**config.mk**
```make
export PLATFORM = sky130hd
export DESIGN_NAME = tdpt_rem_unit
export DESIGN_NICKNAME = d
export VERILOG_FILES = /design/src/hw/rtl/tdpt_pkg.sv /design/src/hw/rtl/tdpt_rem_unit.sv
export SDC_FILE = /design/constraint.sdc
export NUM_CORES = 1
export LEC_CHECK = 0
export BUFFER_PORTS_ARGS = -buffer_cell sky130_fd_sc_hd__buf_2
export CORE_MARGIN = 2
export CORE_UTILIZATION = 50
export DETAILED_ROUTE_END_ITERATION = 12
export GPL_ROUTABILITY_DRIVEN = 0
export PLACE_DENSITY = 0.77
export SYNTH_ARGS = -nofsm -noshare
export SYNTH_HDL_FRONTEND = slang
export SYNTH_SLANG_ARGS = --single-unit
```
**constraint.sdc**
```tcl
create_clock -name clk -period 3.99 [get_ports clk]
set_input_delay 0.399 -clock clk [delete_from_list [all_inputs] [get_ports clk]]
set_output_delay 0.399 -clock clk [all_outputs]
set_load 0.02 [all_outputs]
```
**src/hw/rtl/tdpt_pkg.sv**
```systemverilog
`default_nettype none

package tdpt_pkg;

  // Default width of the candidate number.
  localparam int NUM_WIDTH_DEF = 32;

  // Sequencer to remainder unit.
  typedef struct packed {
    logic start;
  } rem_ctl_t;

  // Remainder unit back to the sequencer.
  typedef struct packed {
    logic done;
    logic rem_zero;
  } rem_sts_t;

endpackage

`default_nettype wire

```
**src/hw/rtl/tdpt_rem_unit.sv**
```systemverilog
`default_nettype none

// Bit-serial restoring remainder: one dividend bit per cycle.
// The quotient is not kept.
module tdpt_rem_unit #(
  parameter int NUM_WIDTH = tdpt_pkg::NUM_WIDTH_DEF,
  parameter int DIV_WIDTH = (NUM_WIDTH + 1) / 2 + 1
) (
  input  wire                     clk,
  input  wire                     rst_n,
  input  tdpt_pkg::rem_ctl_t      ctl,
  input  wire  [NUM_WIDTH-1:0]    dividend,
  input  wire  [DIV_WIDTH-1:0]    divisor,
  output tdpt_pkg::rem_sts_t      sts
);
  import tdpt_pkg::*;

  localparam int CNT_WIDTH = (NUM_WIDTH > 1) ? $clog2(NUM_WIDTH) : 1;

  logic                 busy_r, busy_nxt;
  logic                 done_r, done_nxt;
  logic [CNT_WIDTH-1:0] cnt_r, cnt_nxt;
  logic [DIV_WIDTH-1:0] rem_r, rem_nxt;
  logic [NUM_WIDTH-1:0] dvd_r, dvd_nxt;
  logic [DIV_WIDTH-1:0] dsr_r, dsr_nxt;
  logic [DIV_WIDTH:0]   trial;

  // The remainder stays below the divisor, so one extra bit covers the shifted value.
  assign trial = {rem_r, dvd_r[NUM_WIDTH-1]};

  always_comb begin
    busy_nxt = busy_r;
    done_nxt = 1'b0;
    cnt_nxt  = cnt_r;
    rem_nxt  = rem_r;
    dvd_nxt  = dvd_r;
    dsr_nxt  = dsr_r;
    if (ctl.start) begin
      busy_nxt = 1'b1;
      cnt_nxt  = CNT_WIDTH'(NUM_WIDTH - 1);
      rem_nxt  = '0;
      dvd_nxt  = dividend;
      dsr_nxt  = divisor;
    end else if (busy_r) begin
      if (trial >= {1'b0, dsr_r}) begin
        rem_nxt = DIV_WIDTH'(trial - {1'b0, dsr_r});
      end else begin
        rem_nxt = trial[DIV_WIDTH-1:0];
      end
      dvd_nxt = {dvd_r[NUM_WIDTH-2:0], 1'b0};
      cnt_nxt = cnt_r - CNT_WIDTH'(1);
      if (cnt_r == '0) begin
        busy_nxt = 1'b0;
        done_nxt = 1'b1;
      end
    end
  end

  always_ff @(posedge clk) begin
    if (!rst_n) begin
      busy_r <= 1'b0;
      done_r <= 1'b0;
      cnt_r  <= '0;
    end else begin
      busy_r <= busy_nxt;
      done_r <= done_nxt;
      cnt_r  <= cnt_nxt;
    end
  end

  always_ff @(posedge clk) begin
    rem_r <= rem_nxt;
    dvd_r <= dvd_nxt;
    dsr_r <= dsr_nxt;
  end

  always_comb begin
    sts.done     = done_r;
    sts.rem_zero = (rem_r == '0);
  end

endmodule

`default_nettype wire

```
==> results.md, run 1 <==
* Initial antenna violation count at 0
* WP data arrival at 3.24 ns
* First-pass GRT wire length at 12820 um
* CTS Hold Bufs at 0
* CTS tree: done
* Clock slew at reported path FFs at around 0.090 ns
* Sw Share at between 20% and 30%
* WL per Instance at roughly 15 um
* CTS Buf Count at 9
* RSZ-0062 raised after global routing: false
* Placed inst area at between 4000 and 5000 um^2
* Simple-gate share of the synthesized area at between 10% and 20%
* Seq pwr share at between 50 and 60%
* ANT cells at 0
* CP Capture Type: flip-flop
* Worst hold path class: input port to flip-flop
* Synth Net Count at ~410
* Design area at roughly 4400 um^2
* Die width at 91.64 um
* Largest cells by area after synthesis: edfxtp_1, dfxtp_1, mux2_2
* Worst slew pin tran at a little under 1 ns
* Synth Area in XOR/XNOR at between 3 and 4%
* Max Cap Viol at 0
* WHS Endpoint: dsr_r[9]
* Final Power at around 0.0018 W
* DP Wirelength at ~5200 um
* Avg Cell Area, Syn at 11.43 um^2
* Post-synthesis mux area share at 11.18%
* R2r endpoint: rem_r[10]
* Final global-route overflow total at 0
* # resized after CTS at 0
* Dominant cell type by area after synthesis: edfxtp_1
* Yosys top cell area share at a little under two fifths
* Pre-antenna DRT Iters at 5
* Layout cells sized above 1 at 29.52%
* Power density cells at ~400 nW/um^2
* Largest net degree at the start of global routing at roughly 50
* Post-route ant nets at 0
* Number of global-route vias before repair at 2866
* Worst setup SP type: flip-flop
* Hold path cells at 1
* DR top layer: met4
* Setup Buffers After CTS at 0
* Final worst path period share at roughly three quarters
* Final Net Count at 460
* Hold Fails Final Rpt at 0
* Max FO, Critical Path at 11
* Main combinational cell family by area after synthesis: compound AO/OA/AOI/OAI gates
* Final TNS setup at 0 ns
* Max Clock Freq at about 340 MHz
* Row Count at 31
* Post-layout minimum cycle time at about 3.0 ns
* P_leak at 1.767 nW
* Core Footprint at between 7000 and 8000 um^2
* P_int at roughly 0.0013 W
* DRC at 0
* Final std cells w/o fill at ~490
* RR Startpoint: dvd_r[31]
* Clock network fraction of total power at between 30% and 40%
* Number of enable flip-flop cells after synthesis at 49
* H-Tree Depth at 3
* IO buf count at 53
* Worst skew pair latency at approximately 0.35 ns
* Net Switching at 0.0004655 W
* Iter 0 DRT Violations at 157
* Synthesized area at 3840 um^2
* Routed wire length at 7415 um
* Post-Synthesis Cells at approximately 340
* Post-DR vias/cell at approximately 5.6
* Sequential share of the synthesized area at ~51%
* Starting Density at a little over half
* Synth-to-Final Area Change at 13.88%
* Top_reg_cell synth: edfxtp_1
* R2r worst-path depth at 11
* Asr flop ratio synth at 0%
* Worst path required time at roughly 4.3 ns
* R2r setup slk at about 1.0 ns
* DIE AREA at 8397 um^2
* Clock skew at 0.008661 ns
* CP Class: flip-flop to flip-flop
* WHS at between 0.2 and 0.25 ns
* WL met3 at about 480 um
* Slew Limit Fails at 0
* Die Ht at 91.64 um
* Met2 WL at 3440 um
* CTS Sinks at 73
* Status: finished, final reports clean
* Post-synth cell types at 50
* Routed met1 length at between 3000 and 4000 um
* Synth Area in Adders at 6.712%
* GRT Resource Usage Total at a little under a fifth
* Vias at between 2000 and 3000
* Max-slew headroom at ~35%
* IO Pins at 54
* Root buffer cell: clkbuf_8
* Yosys warns at 0
* Clock Path Buffers at 2
* Post-Place Cells at about 480
* Hold Path Origin: divisor[9]
* Final-report setup violation count at 0
* Worst vdd ir at 0.3003 mV
* Compound-gate portion of the synthesized area at ~12%
* Crit. Startpoint: dvd_r[31]
* Logic pwr share at between 10 and 15%
* Yosys reg bits at 73
-- layout make-up --
| type | instances | area [um^2] |
|---|---|---|
| clock buffer | 9 | 123.9 |
| clock inverter | 7 | 77.57 |
| fill | 617 | 2958 |
| inverter | 25 | 93.84 |
| multi-input combinational | 224 | 1722 |
| sequential | 73 | 1952 |
| tap | 99 | 123.9 |
| timing repair buffer | 55 | 280.3 |
-- synth_stat cells (all sizes together) (5+ instances only) --
master and number:
edfxtp 49, a32oi 6, a211oi 7, nand2b 6, mux2 31, xnor2 6
a21oi 15, o21ai 16, dfxtp 24, buf 5, ha 19, nand3 8
clkbuf 9, nor4 7, inv 25, xor2 9, mux2i 8, nand2 19
nor2 26
-- layout by cell type (no fill, tap or decap), drive strengths merged, types with 15 or more instances in the layout --
master,count
ha,19
mux2,31
edfxtp,49
dfxtp,24
a21oi,15
nand2,19
nor2,26
buf,55
inv,27
o21ai,16
-- worst max-delay path by stage --
stage                      endpoint  cells after the start
after floorplan            rem_r[6]                     12
after global placement     rem_r[5]                     11
after detailed placement   rem_r[5]                     11
after CTS                 rem_r[10]                     11
after global routing       rem_r[5]                     11
final                     rem_r[10]                     11
-- critical path: stages, from the launching register on --
cell and delay (ns):
edfxtp_1 0.41, inv_1 0.09, ha_1 0.17, inv_1 0.06
fa_1 0.39, a21o_1 0.22, a221oi_2 0.43, o211ai_2 0.18
a21oi_4 0.23, o21bai_2 0.27, mux2i_1 0.19, a211oi_1 0.26
-- state kept, by name, indices dropped and copies added (netlist names) --
signal	cells
dsr_r	17
dvd_r	32
rem_r	17
cnt_r	5
busy_r	1
done_r	1
-- power groups by stage --
stage               clock (W)  combinational (W)  sequential, W
floorplan                   0           0.000195       0.000912
global placement            0           0.000252       0.000923
detailed placement          0           0.000259       0.000924
CTS                  0.000605           0.000260       0.000908
global route         0.000634           0.000293       0.000916
finish               0.000588           0.000261       0.000907
-- layer usage --
metal,up-vias,GRT usage [%]
li1,1340,-
met1,1286,24.54
met2,90,30.27
met3,15,4.848
met4,0,8.965
met5,-,0
-- stage by stage --
stage | setup slack (ns) | util, %
6_report | 1.016 | 59.65
5_1_grt | 0.8195 | 59.65
4_1_cts | 1.050 | 59.65
3_5_place_dp | 1.100 | 56.90
3_3_place_gp | 1.201 | 56.90
2_1_floorplan | 1.417 | -
-- kinds of logic (layout without fill, tap and decap cells) --
logic type,Yosys count,count (layout)
AO/OA/AOI/OAI,66,66
XOR/XNOR,15,15
adder cells (fa/ha/maj),20,20
buffers and inverters,39,96
flip-flops,73,73
multiplexers,39,39
AND/OR/NAND/NOR,84,84
Note: power is estimated with default switching activity, not from simulation.
==> inputs of run 2 (changes only) <==
==> constraint.sdc (replaced) <==
create_clock -name clk -period 2.8 [get_ports clk]
set_input_delay 0.28 -clock clk [delete_from_list [all_inputs] [get_ports clk]]
set_output_delay 0.28 -clock clk [all_outputs]
set_load 0.02 [all_outputs]
==> run 2 against run 1 <==
Net effect: sequential share of layout area fell by 0.83 points; critical path depth rose by 1; final area rose by 1.9%; non-clock buffer count rose by 6; worst hold slack got worse by 0.12 ns; clock-buffer cell count did not move; setup slack got worse by 0.89 ns; via count rose by 1.6%; total power rose by 44%; global-route usage rose by 0.45 points; flip-flop and latch count did not move; register-to-register slack got worse by 0.89 ns; largest cell class unchanged; largest power group unchanged.
==> results.md, run 2 (same netlist as run 1, synthesis figures left out) <==
* DP Wirelength at 5235 um (+0.17%)
* Worst slew pin tran at 1.054 ns (+0.08964 ns)
* Routed met1 length at 3470 um (+3.5%)
* CTS Sinks at 73 (unchanged)
* WL met3 at 622 um (+29%)
* Worst skew pair latency at 0.36 ns (about the same)
* DRC at 0 (unchanged)
* WP data arrival at 2.92 ns (-0.32 ns)
* ANT cells at 0 (unchanged)
* First-pass GRT wire length at 12970 um (+1.1%)
* Routed wire length at 7816 um (+5.4%)
* Post-route ant nets at 0 (unchanged)
* Design area at 4456 um^2 (+1.9%)
* Final TNS setup at 0 ns (unchanged)
* Post-layout minimum cycle time at 2.671 ns (-0.3032 ns)
* Row Count at 31 (unchanged)
* Initial antenna violation count at 0 (unchanged)
* Max-slew headroom at 29.48% (-6.0 points)
* Worst hold path class: input port to flip-flop
* Iter 0 DRT Violations at 238 (+52%)
* Reg with most FFs: dvd_r
* Slew Limit Fails at 0 (unchanged)
* Status: finished, final reports clean
* CP Capture Type: flip-flop
* IO Pins at 54 (unchanged)
* Core Footprint at 7331 um^2 (unchanged)
* Final worst path period share at 95.39% (+21 points)
* Worst setup SP type: flip-flop
* Final Net Count at 468 (+1.7%)
* WL per Instance at 15.63 um (+3.7%)
* H-Tree Depth at 3 (unchanged)
* CTS Hold Bufs at 0 (unchanged)
* Starting Density at 52.38% (unchanged)
* P_leak at 1.802 nW (+2.0%)
* Max Cap Viol at 0 (unchanged)
* R2r setup slk at 0.13 ns (-0.89 ns)
* CP Class: flip-flop to flip-flop
* Root buffer cell: clkbuf_8
* Biggest regs: dvd_r x32, dsr_r x17, rem_r x17
* Final global-route overflow total at 0 (unchanged)
* GRT Resource Usage Total at 19.55% (+0.45 points)
* Placed inst area at 4194 um^2 (+0.54%)
* DR top layer: met4
* Clock Path Buffers at 2 (unchanged)
* Synth-to-Final Area Change at 16.03%
* Layout cells sized above 1 at 31.42% (+1.9 points)
* Final-report setup violation count at 0 (unchanged)
* Die Ht at 91.64 um (unchanged)
* DIE AREA at 8397 um^2 (unchanged)
* Clock skew at 0.009118 ns (+0.0004572 ns)
* Vias at 2776 (+1.6%)
* Post-DR vias/cell at 5.552 (about the same)
* Met2 WL at 3618 um (+5.2%)
* IO buf count at 53 (unchanged)
* Worst path required time at 3.05 ns (-1.20 ns)
* Largest register FFs at 32 (unchanged)
* CTS tree: done
* Largest net degree at the start of global routing at 35 (-29%)
* Commonest non-fill, non-tap cell in the layout: buf_2
* Highest-count cells in the layout ignoring fill and taps: buf_2, edfxtp_1, mux2_2, nor2_1, inv_1
* Hold Fails Final Rpt at 0 (unchanged)
* Max FO, Critical Path at 3 (-8)
* Die width at 91.64 um (unchanged)
* Max Clock Freq at 374.4 MHz (+11%)
* CTS Buf Count at 9 (unchanged)
* Worst vdd ir at 0.3314 mV (+10%)
* Power density cells at 567.3 nW/um^2 (+41%)
* Pre-antenna DRT Iters at 5 (unchanged)
* Clock slew at reported path FFs at 0.08 ns (about the same)
* Number of global-route vias before repair at 2764 (-3.6%)
==> run 2: worst max-delay path: stages, from the launching register on <==
cell,delay [ns]
edfxtp_1,0.41
inv_1,0.09
ha_2,0.18
inv_1,0.05
fa_2,0.34
a21o_1,0.19
a221oi_2,0.32
buf_4,0.17
and2b_2,0.23
a21oi_2,0.13
nor2_1,0.05
nor4_2,0.33
nor4_2,0.06
==> run 2: timing repair <==
item                       in CTS  in global routing
resized for setup               1                  3
hold endpoints to repair        0                  0
pin swaps                       0                  5
gates cloned                    0                  2
setup buffers                   0                  3
setup endpoints to repair       4                 17
==> run 2: worst paths after layout <==
path | startpoint | end | depth (start not counted)
worst min-delay path | divisor[9] | dsr_r[9] | 1
worst max register to register | dvd_r[31] | rem_r[8] | 12
worst min register to register | rem_r[2] | rem_r[2] | 2
worst max-delay path | dvd_r[31] | rem_r[8] | 12
==> run 2: where the power goes <==
part | leakage, nW | switching, W | internal, W
Sequential | 0.685 | 0.0000371 | 0.00125
Clock | 0.102 | 0.000432 | 0.000419
Combinational | 1.02 | 0.000214 | 0.000176
==> run 2: final cells by class <==
class / count / area [um^2]
Clock buffer: 9 / 123.9
Multi-Input combinational cell: 226 / 1759
Sequential cell: 73 / 1952
Fill cell: 582 / 2875
Timing Repair Buffer: 61 / 325.3
Clock inverter: 7 / 77.57
Tap cell: 99 / 123.9
Inverter: 25 / 93.84
==> run 2: metrics by stage <==
stage | hold WS (ns) | setup slack [ns] | util (%) | power [W] | cells
6_report | 0.09028 | 0.1290 | 60.78 | 0.002528 | 500
2_1_floorplan | 0.3789 | 0.2266 | - | 0.001577 | 336
3_5_place_dp | 0.4581 | -0.01657 | 57.21 | 0.001691 | 479
3_3_place_gp | 0.4565 | 0.1126 | 57.21 | 0.001679 | 479
4_1_cts | 0.07438 | 0.03729 | 60.06 | 0.002544 | 495
5_1_grt | 0.07262 | -0.02866 | 60.78 | 0.002655 | 500
==> run 2: layer usage <==
| metal | track usage [%] | vias to the layer above |
|---|---|---|
| li1 | - | 1358 |
| met1 | 25.80 | 1311 |
| met2 | 29.04 | 98 |
| met3 | 6.820 | 9 |
| met4 | 8.712 | 0 |
| met5 | 0 | - |
